--- config.mk ---
export PLATFORM = sky130hd
export DESIGN_NAME = lgg_grid_mem
export DESIGN_NICKNAME = d
export VERILOG_FILES = /design/src/rtl/lgg_grid_mem.sv
export SDC_FILE = /design/constraint.sdc
export NUM_CORES = 2
export LEC_CHECK = 0
export BUFFER_PORTS_ARGS = -buffer_cell sky130_fd_sc_hd__buf_2
export CAP_MARGIN = 20
export CORE_ASPECT_RATIO = 0.5
export CORE_MARGIN = 10
export CORE_UTILIZATION = 57
export DETAILED_ROUTE_END_ITERATION = 8
export HOLD_SLACK_MARGIN = 0.08
export PLACE_DENSITY = 0.72
export SYNTH_ARGS = -nofsm -noshare
export SYNTH_HDL_FRONTEND = slang
export SYNTH_SLANG_ARGS = --single-unit
--- constraint.sdc ---
create_clock -name clk -period 6.2 [get_ports clk]
set_input_delay 0.93 -clock clk [delete_from_list [all_inputs] [get_ports clk]]
set_output_delay 0.93 -clock clk [all_outputs]
set_load 0.05 [all_outputs]
--- src/rtl/lgg_grid_mem.sv ---
// Grid storage: one row of cells per entry, one write and one read port.
// Read data is registered, so it appears in the cycle after the read request.
// No dependencies.
`default_nettype none

module lgg_grid_mem #(
  parameter int DEPTH = 64,
  parameter int WIDTH = 64
) (
  input  wire logic                     clk,
  input  wire logic                     we,
  input  wire logic [$clog2(DEPTH)-1:0] waddr,
  input  wire logic [WIDTH-1:0]         wdata,
  input  wire logic                     re,
  input  wire logic [$clog2(DEPTH)-1:0] raddr,
  output logic      [WIDTH-1:0]         rdata
);

  logic [WIDTH-1:0] mem [DEPTH];
  logic [WIDTH-1:0] rdata_r;

  always_ff @(posedge clk) begin
    if (we) begin
      mem[waddr] <= wdata;
    end
  end

  always_ff @(posedge clk) begin
    if (re) begin
      rdata_r <= mem[raddr];
    end
  end

  assign rdata = rdata_r;

endmodule

`default_nettype wire

==> metrics.txt <==
status=complete, no violations; # DRC=0; drt wl/cell=40.6 µm; Async SR Flop Fraction=0%; register area share after synthesis=79.6%; Setup crit end kind=flip-flop; mux contribution to synthesized area=15.6%; Post-synth top flop=edfxtp_1; Slew @ Worst Pin=1.21 ns; final wirelength=444000 µm; post-CTS setup buffer count=0; first-pass GRT wire length=a little over 600000 µm; sw frac=21.3%; top cells by area, synth=edfxtp_1 80%, mux4_2 15%, mux2i_1 0.86%; Worst R2R End=rdata[24]$_DFFE_PP_; clock slew at reported path FFs=0.07 ns; Final Power=55.6 mW; Synth top area share=79.6%; area grow syn2layout=11.9%; number of DRC markers in iteration 0=13395; LEAKAGE=54.4 nW; Max rail drop VDD=0.231 mV; # Max-Cap Violations=0; CTS tree=built; Die Y=391 µm; initial core utilization=57.2%; nets=~7100; Final Max Slew Viols=0; pwr dens=317 nW/µm²; Resized cells post-CTS=0; grt ovf=0; Sw Pwr=~12 mW; WHS Endpoint=mem[57][49]$_DFFE_PP_; FF-to-FF Start=mem[61][24]$_DFFE_PP_; Port-buffer cells=roughly 140; Max Buffers Root-to-Sink=4; post-synthesis xor/xnor area fraction=0%; Syn Nets=6677; Worst setup SP type=input port; Die Wd=762 µm; drt first pass iters=5; Vias=78720; num rows=136; HP Start=wdata[49]; synth warn=0; largest net degree at the start of global routing=96; sequential cell area=125000 µm²; internal power=43.8 mW; Die Area=298000 µm²; internal reg-to-reg setup slack=3.86 ns; critical path class=input port to flip-flop; RSZ-0062 raised after global routing=no; number of synthesized register bits=4160; Final Cell Area=176000 µm²; critical path fanouts, max=95; CP Data Arrival Time=about 4.2 ns; final hold vios=0; post-DR vias/cell=a little over 7; Setup-failing EPs final=0; total negative setup slack=0 ns; overall routing resource usage=between 20 and 30%; Commonest cells post-synth=4160 x edfxtp_1, 1024 x mux4_2, 170 x buf_2, 168 x a22oi_1, 140 x clkbuf_1; dominant cell type by area after synthesis=edfxtp_1; Tcrit/Tclk final=between 50% and 60%; HP Class=input port to flip-flop; count of cell types in the netlist=32; Clock Skew=0.0642 ns; Worst Reg-to-Reg Cells=5; Seq pwr share=56.3%; Post-synth EDFFs=4160; GP Congestion=0.822; clk_lat worst skew=0.90 ns; Finished Core Util=between 60% and 70%; combinational power share=5.2%; multi-input logic area=30800 µm²; Cells after Synth=6598; Filler Cell Count=16976; number of global-route vias before repair=77098; dpl hpwl=229000 µm; H-tree depth=5; Clock Sinks=between 4000 and 5000; syn_area_per_cell=23.8 µm²; WHS Path Cells=1; share of post-route cells with drive strength above 1=between 20 and 30%; Antenna Nets Post-Route=0; Cell Area, Synth=157000 µm²; Clock power frac=38.6%; Placed Area=164000 µm²; post-synthesis simple-gate area fraction=~1.2%; Hold Worst Slack=0.347 ns; Post-Synth Adder-Cell Area=0%; initial antenna violation count=35; Final min period=around 3.6 ns; Compound-Gate Fraction of Synth Area=2.47%; Worst EP required=6.77 ns; I/O pin total=143; most frequent cell after synthesis=edfxtp_1; CTS hold repair buffers=0; clock root cell=clkbuf_16; largest family of logic cells by synthesized area=multiplexers; number of CTS-inserted buffers=roughly 350; Max transition margin=19.0%; core area=~270000 µm²; max frequency=275 MHz
metal layers:
metal	routed length, µm	global-route usage [%]
met1	156000	42.2
met2	202000	44.8
met3	67400	8.20
met4	18500	10.5
met5	238	0
worst max-delay path, cell delays in order:
cell,delay (ns)
buf_12,0.61
buf_12,0.56
mux4_2,0.60
mux2i_1,0.24
o22ai_1,0.16
a41oi_1,0.51
a211oi_1,0.24
flip-flops by register name (all words and copies together), names as in the netlist:
register,flops
mem,4096
rdata,64
cells by family (layout without fill, tap and decap cells):
group / count (synthesis) / count (layout)
flops: 4160 / 4160
mux: 1159 / 1159
compound gates: 504 / 504
buf+inv: 389 / 1060
simple gates: 386 / 386
other cells: 0 / 31
power groups by stage:
stage | logic [mW] | clock network [mW] | registers [mW]
after floorplan | 1.45 | 0 | 32.0
after global placement | 2.70 | 0 | 31.9
after detailed placement | 2.78 | 0 | 31.9
after CTS | 2.79 | 21.5 | 31.3
after global routing | 3.00 | 22.7 | 31.3
final | 2.87 | 21.5 | 31.3
metrics by stage:
stage / setup slack, ns / std cells
after global placement: 1.66 / 10252
after CTS: 2.59 / 10888
after detailed placement: 1.66 / 10263
after floorplan: 1.24 / 6598
after global routing: 2.35 / 10934
final: 2.56 / 10957
cell usage in the layout, fill, tap and decap left out, types with 22 or more instances in the layout:
cell type  count
nor2b_1       24
or2_2         28
nor2_1        47
o221ai_1      38
mux2i_1      135
bufinv_16     22
buf_12       119
a22oi_1      168
clkinv_1      85
a41oi_1       26
a22o_1        88
buf_4        150
and3_1        64
clkbuf_1      83
diode_2       31
o22ai_1       83
edfxtp_1    4160
nand3_1       45
buf_2        138
mux4_2      1024
nand2_1       55
or3_1         29
clkinv_2      49
clkbuf_16    361
nor2_4        64
a211oi_1      63
area by class of cell:
type | instances | share of cell area, %
clock buffers | 444 | 5.32
flip-flops and latches | 4160 | 71.1
multi-input cells | 2049 | 17.5
repair buffers | 416 | 2.51
well taps | 3657 | 2.60
clock inverters | 181 | 0.845
diodes | 31 | 0.0442
inverters | 19 | 0.0406
worst max path at each step:
stage	from	end	slack (ns)
floorplan	waddr[5]	mem[39][0]$_DFFE_PP_	1.24
global placement	raddr[0]	rdata[24]$_DFFE_PP_	1.66
detailed placement	raddr[0]	rdata[24]$_DFFE_PP_	1.66
CTS	raddr[0]	rdata[24]$_DFFE_PP_	2.59
global route	raddr[0]	rdata[24]$_DFFE_PP_	2.35
finish	raddr[0]	rdata[24]$_DFFE_PP_	2.56
(Power assumes the default switching activity.)
