`src/rtl/lgg_pkg.sv`:
```
// Shared types and constants for the life grid generation block.
// Holds the transfer structs, command and register codes, and the sequencer states.
// No dependencies.
`default_nettype none

package lgg_pkg;

  // Configuration port
  localparam int CFG_IDX_W  = 2;
  localparam int CFG_DATA_W = 7;

  localparam logic [CFG_IDX_W-1:0] REG_ROWS = 2'd0;
  localparam logic [CFG_IDX_W-1:0] REG_COLS = 2'd1;

  localparam logic [CFG_DATA_W-1:0] CFG_RESET_VAL = 7'd64;

  // Command codes
  localparam logic [1:0] OP_WRITE = 2'd0;
  localparam logic [1:0] OP_STEP  = 2'd1;
  localparam logic [1:0] OP_READ  = 2'd2;

  // B3/S23 neighbor counts
  localparam logic [3:0] NBR_KEEP  = 4'd2;
  localparam logic [3:0] NBR_BIRTH = 4'd3;

  localparam int GEN_W = 32;

  typedef struct packed {
    logic [1:0] opcode;
    logic [5:0] row;
    logic [5:0] col;
    logic       alive_in;
  } in_item_t;

  typedef struct packed {
    logic             cell_alive;
    logic             all_dead;
    logic [GEN_W-1:0] generation;
    logic             bad_index;
  } out_item_t;

  typedef enum logic [2:0] {
    ST_CLEAR,
    ST_IDLE,
    ST_ACC,
    ST_UPD,
    ST_SWEEP,
    ST_RESP
  } state_t;

endpackage

`default_nettype wire

```
`src/rtl/lgg_row_calc.sv`:
```
// Next-generation row from three neighboring rows, one lane per column.
// Inputs arrive already masked to the active columns; outside cells read as dead.
// Depends on lgg_pkg for the B3/S23 neighbor counts.
`default_nettype none

module lgg_row_calc #(
  parameter int COLS = 64
) (
  input  wire logic [COLS-1:0] up_row,
  input  wire logic [COLS-1:0] mid_row,
  input  wire logic [COLS-1:0] dn_row,
  output logic      [COLS-1:0] nxt_row
);

  import lgg_pkg::*;

  logic [COLS+1:0] up_x;
  logic [COLS+1:0] mid_x;
  logic [COLS+1:0] dn_x;

  // Pad with a dead cell on each side
  assign up_x  = {1'b0, up_row,  1'b0};
  assign mid_x = {1'b0, mid_row, 1'b0};
  assign dn_x  = {1'b0, dn_row,  1'b0};

  for (genvar c = 0; c < COLS; c++) begin : g_lane
    logic [3:0] nbr;

    assign nbr = 4'(up_x[c])  + 4'(up_x[c+1]) + 4'(up_x[c+2]) +
                 4'(mid_x[c])                 + 4'(mid_x[c+2]) +
                 4'(dn_x[c])  + 4'(dn_x[c+1]) + 4'(dn_x[c+2]);

    assign nxt_row[c] = (nbr == NBR_BIRTH) || (mid_row[c] && (nbr == NBR_KEEP));
  end

endmodule

`default_nettype wire

```
`config.mk`:
```
export PLATFORM = sky130hd
export DESIGN_NAME = lgg_row_calc
export DESIGN_NICKNAME = d
export VERILOG_FILES = /design/src/rtl/lgg_pkg.sv /design/src/rtl/lgg_row_calc.sv
export SDC_FILE = /design/constraint.sdc
export NUM_CORES = 1
export LEC_CHECK = 0
export ABC_AREA = 1
export BUFFER_PORTS_ARGS = -buffer_cell sky130_fd_sc_hd__buf_4
export CORE_ASPECT_RATIO = 1.75
export CORE_MARGIN = 2
export CORE_UTILIZATION = 50
export DETAILED_ROUTE_END_ITERATION = 12
export PLACE_DENSITY_LB_ADDON = 0.2
export RECOVER_POWER = 50
export SLEW_MARGIN = 20
export SYNTH_ARGS = -nofsm -noshare
export SYNTH_HDL_FRONTEND = slang
export SYNTH_SLANG_ARGS = --single-unit
export TNS_END_PERCENT = 20
```
`constraint.sdc`:
```
create_clock -name vclk -period 3.77
set_clock_uncertainty 0.2 [all_clocks]
set_input_delay 0.5655 -clock vclk [all_inputs]
set_output_delay 0.5655 -clock vclk [all_outputs]
set_load 0.01 [all_outputs]
```
==> flow_metrics.env <==
export IMPL_outcome="finished, violations left"
export IMPL_failed_checks="setup timing"
export IMPL_avgSynthCellArea_sq_um=7.90
export IMPL_rsz0062_at_grt="yes"
export IMPL_dp_cells=2122
export IMPL_flops_and_latches=0
export IMPL_fp_coreArea_sq_um=22600
export IMPL_cts_hold_buf=0
export IMPL_worstSetupPathType="primary input to output pin"
export IMPL_io_buffers=256
export IMPL_grt_use_total_pct=21.2
export IMPL_cap_viol_max_count=0
export IMPL_synth_xor_area_share_pct=0
export IMPL_critical_path_top_delay_family="adder cells"
export IMPL_first_pass_iters=4
export IMPL_synthTopCellsByArea="fa_1, ha_1, inv_1"
export IMPL_end_kind="output pin"
export IMPL_critPathArrivalTime_ns=3.28
export IMPL_top_layer="met4"
export IMPL_hold_class="primary input to output pin"
export IMPL_grt_pass1_vias=10400
export IMPL_fin_crit_ns=4.05
export IMPL_gp_congestion=0.868
export IMPL_overflow=0
export IMPL_regArea_sq_um=0
export IMPL_tightest_slew_ns=0.240
export IMPL_num_rows=73
export IMPL_synthSimpleGateAreaFrac_pct=11.7
export IMPL_worst_slack_ns=-0.278
export IMPL_fin_crit_sh_pct=107
export IMPL_ys_seq_area_share_pct=0
export IMPL_slew_headroom_pct=84.0
export IMPL_final_hold_viol_count=0
export IMPL_synth_compound_area_share_pct=2.83
export IMPL_cp_required_ns=3.00
export IMPL_via_count=9702
export IMPL_filler_cell_count=1900
export IMPL_drive_gt1_share_pct=29.9
export IMPL_cp_buffers_inverters=4
export IMPL_fp_dieW_um=118
export IMPL_area_delta_synth_final_pct=33.0
export IMPL_grt_max_degree=4
export IMPL_power_leakage_uw=0.00888
export IMPL_wl_met3_um=1340
export IMPL_drc_errors=0
export IMPL_synthMuxAreaShare_pct=0
export IMPL_cpMostUsedCell="fa_1"
export IMPL_path_max_fanout=2
export IMPL_fin_cells=2123
export IMPL_nClkBuffers=0
export IMPL_synth_top_family_by_area="adder cells"
export IMPL_hpwl_um=23800
export IMPL_yosys_area_top_type="fa_1"
export IMPL_synth_top_area_share_pct=44.3
export IMPL_pre_cts_ws_ns=-0.402
export IMPL_final_nets=2457
export IMPL_grt_first_pass_wirelength_um=43100
export IMPL_antenna_left=0
export IMPL_start_util_pct=50.5
export IMPL_fmax_mhz=247
export IMPL_synth_nets=2075
export IMPL_synthCells=1443
export IMPL_drt_total_wl_um=25000
export IMPL_design_area_sq_um=15200
export IMPL_pin_count=256
export IMPL_crit_chain="buf_4, inv_2, fa_1, fa_1, fa_1, inv_1, ha_1, fa_1, nand3_1, a21oi_2, buf_4"
export IMPL_placed_area_sq_um=14700
export IMPL_cp_start_kind="primary input"
export IMPL_die_area_sq_um=24100
export IMPL_die_h_um=204
export IMPL_drtIter0Drc=173
export IMPL_post_drt_via_cell_ratio=4.57
export IMPL_wire_per_inst_um=11.8
export IMPL_final_util_pct=67.2
export IMPL_powerDensity_nw_per_um2=283
export IMPL_synthAdderAreaFrac_pct=64.9
export IMPL_drv_slew=0
export IMPL_num_antenna_cells=0
export IMPL_synth_distinct_cells=10
export IMPL_cp_slowest_cell="fa_1"
export IMPL_synth_warnings=0
export IMPL_setup_viol_count_final=62
export IMPL_slowest_delay_ns=0.55
export IMPL_power_total_uw=4290
export IMPL_met2_length_um=14700
export IMPL_syn_area_sq_um=11400
export IMPL_wl_met1_um=8350
export IMPL_antenna_found_initial=0
export IMPL_peakVddDrop_mv=0.168
-- path summary, 6_finish.rpt --
path,slack (ns),endpoint,cells after the start,start
max,-0.28,nxt_row[38],11,up_row[37]
min,1.33,nxt_row[0],4,mid_row[0]
-- layer usage --
metal / GRT usage (%) / up-vias
li1: - / 4863
met2: 44.6 / 200
met3: 3.47 / 40
met5: 0 / -
met1: 21.2 / 4599
met4: 4.00 / 0
-- cell usage in the layout, fill, tap and decap left out --
master | netlist | final
nand3_2 | 0 | 7
ha_2 | 0 | 21
inv_2 | 0 | 51
nand3_1 | 122 | 115
a21oi_2 | 0 | 49
buf_8 | 0 | 12
buf_4 | 0 | 355
fa_1 | 252 | 250
a21oi_1 | 61 | 12
inv_4 | 0 | 32
nand2_1 | 185 | 185
buf_6 | 0 | 12
ha_4 | 0 | 4
o21ai_0 | 2 | 2
or2_0 | 1 | 1
ha_1 | 188 | 163
clkbuf_1 | 0 | 1
nor2_1 | 6 | 6
fa_2 | 0 | 2
inv_1 | 625 | 542
a21boi_0 | 1 | 1
-- what timing repair did --
action,CTS,global route
gates resized for setup,142,84
endpoints found under the setup margin,62,62
pin swaps,31,28
setup buffers,0,1
-- metrics by stage --
step / hold WS [ns] / setup TNS, ns
floorplan: 1.12 / -1.87
global placement: 1.31 / -17.24
detailed placement: 1.31 / -18.87
CTS: 1.32 / -16.15
global route: 1.36 / -20.42
finish: 1.33 / -14.17
-- cell families (layout without fill, tap and decap cells) --
| kind of cell | Yosys count | in the layout |
|---|---|---|
| buf+inv | 625 | 1005 |
| fa+ha+maj | 440 | 440 |
| simple gates | 314 | 314 |
| compound gates | 64 | 64 |
-- synthesized netlist by cell type --
library cell  count
ha_1            188
a21oi_1          61
a21boi_0          1
fa_1            252
or2_0             1
o21ai_0           2
nand2_1         185
nand3_1         122
nor2_1            6
inv_1           625
-- where the power goes --
group          total [uW]  switching (uW)  internal [uW]
sequential              0               0              0
clock                   0               0              0
combinational        4290            2250           2040
-- tightest hold or removal path, stage by stage --
cell and delay (ns):
buf_4 0.09, o21ai_0 0.07, nor2_1 0.10, buf_4 0.13
-- cell type report --
| cell class | instances | area (sq um) | share of cell area [%] |
|---|---|---|---|
| repair buffers | 380 | 2980 | 19.7 |
| multi-input cells | 818 | 9380 | 61.9 |
| well taps | 300 | 375 | 2.48 |
| inverters | 625 | 2430 | 16.0 |
(Power assumes the default switching activity.)
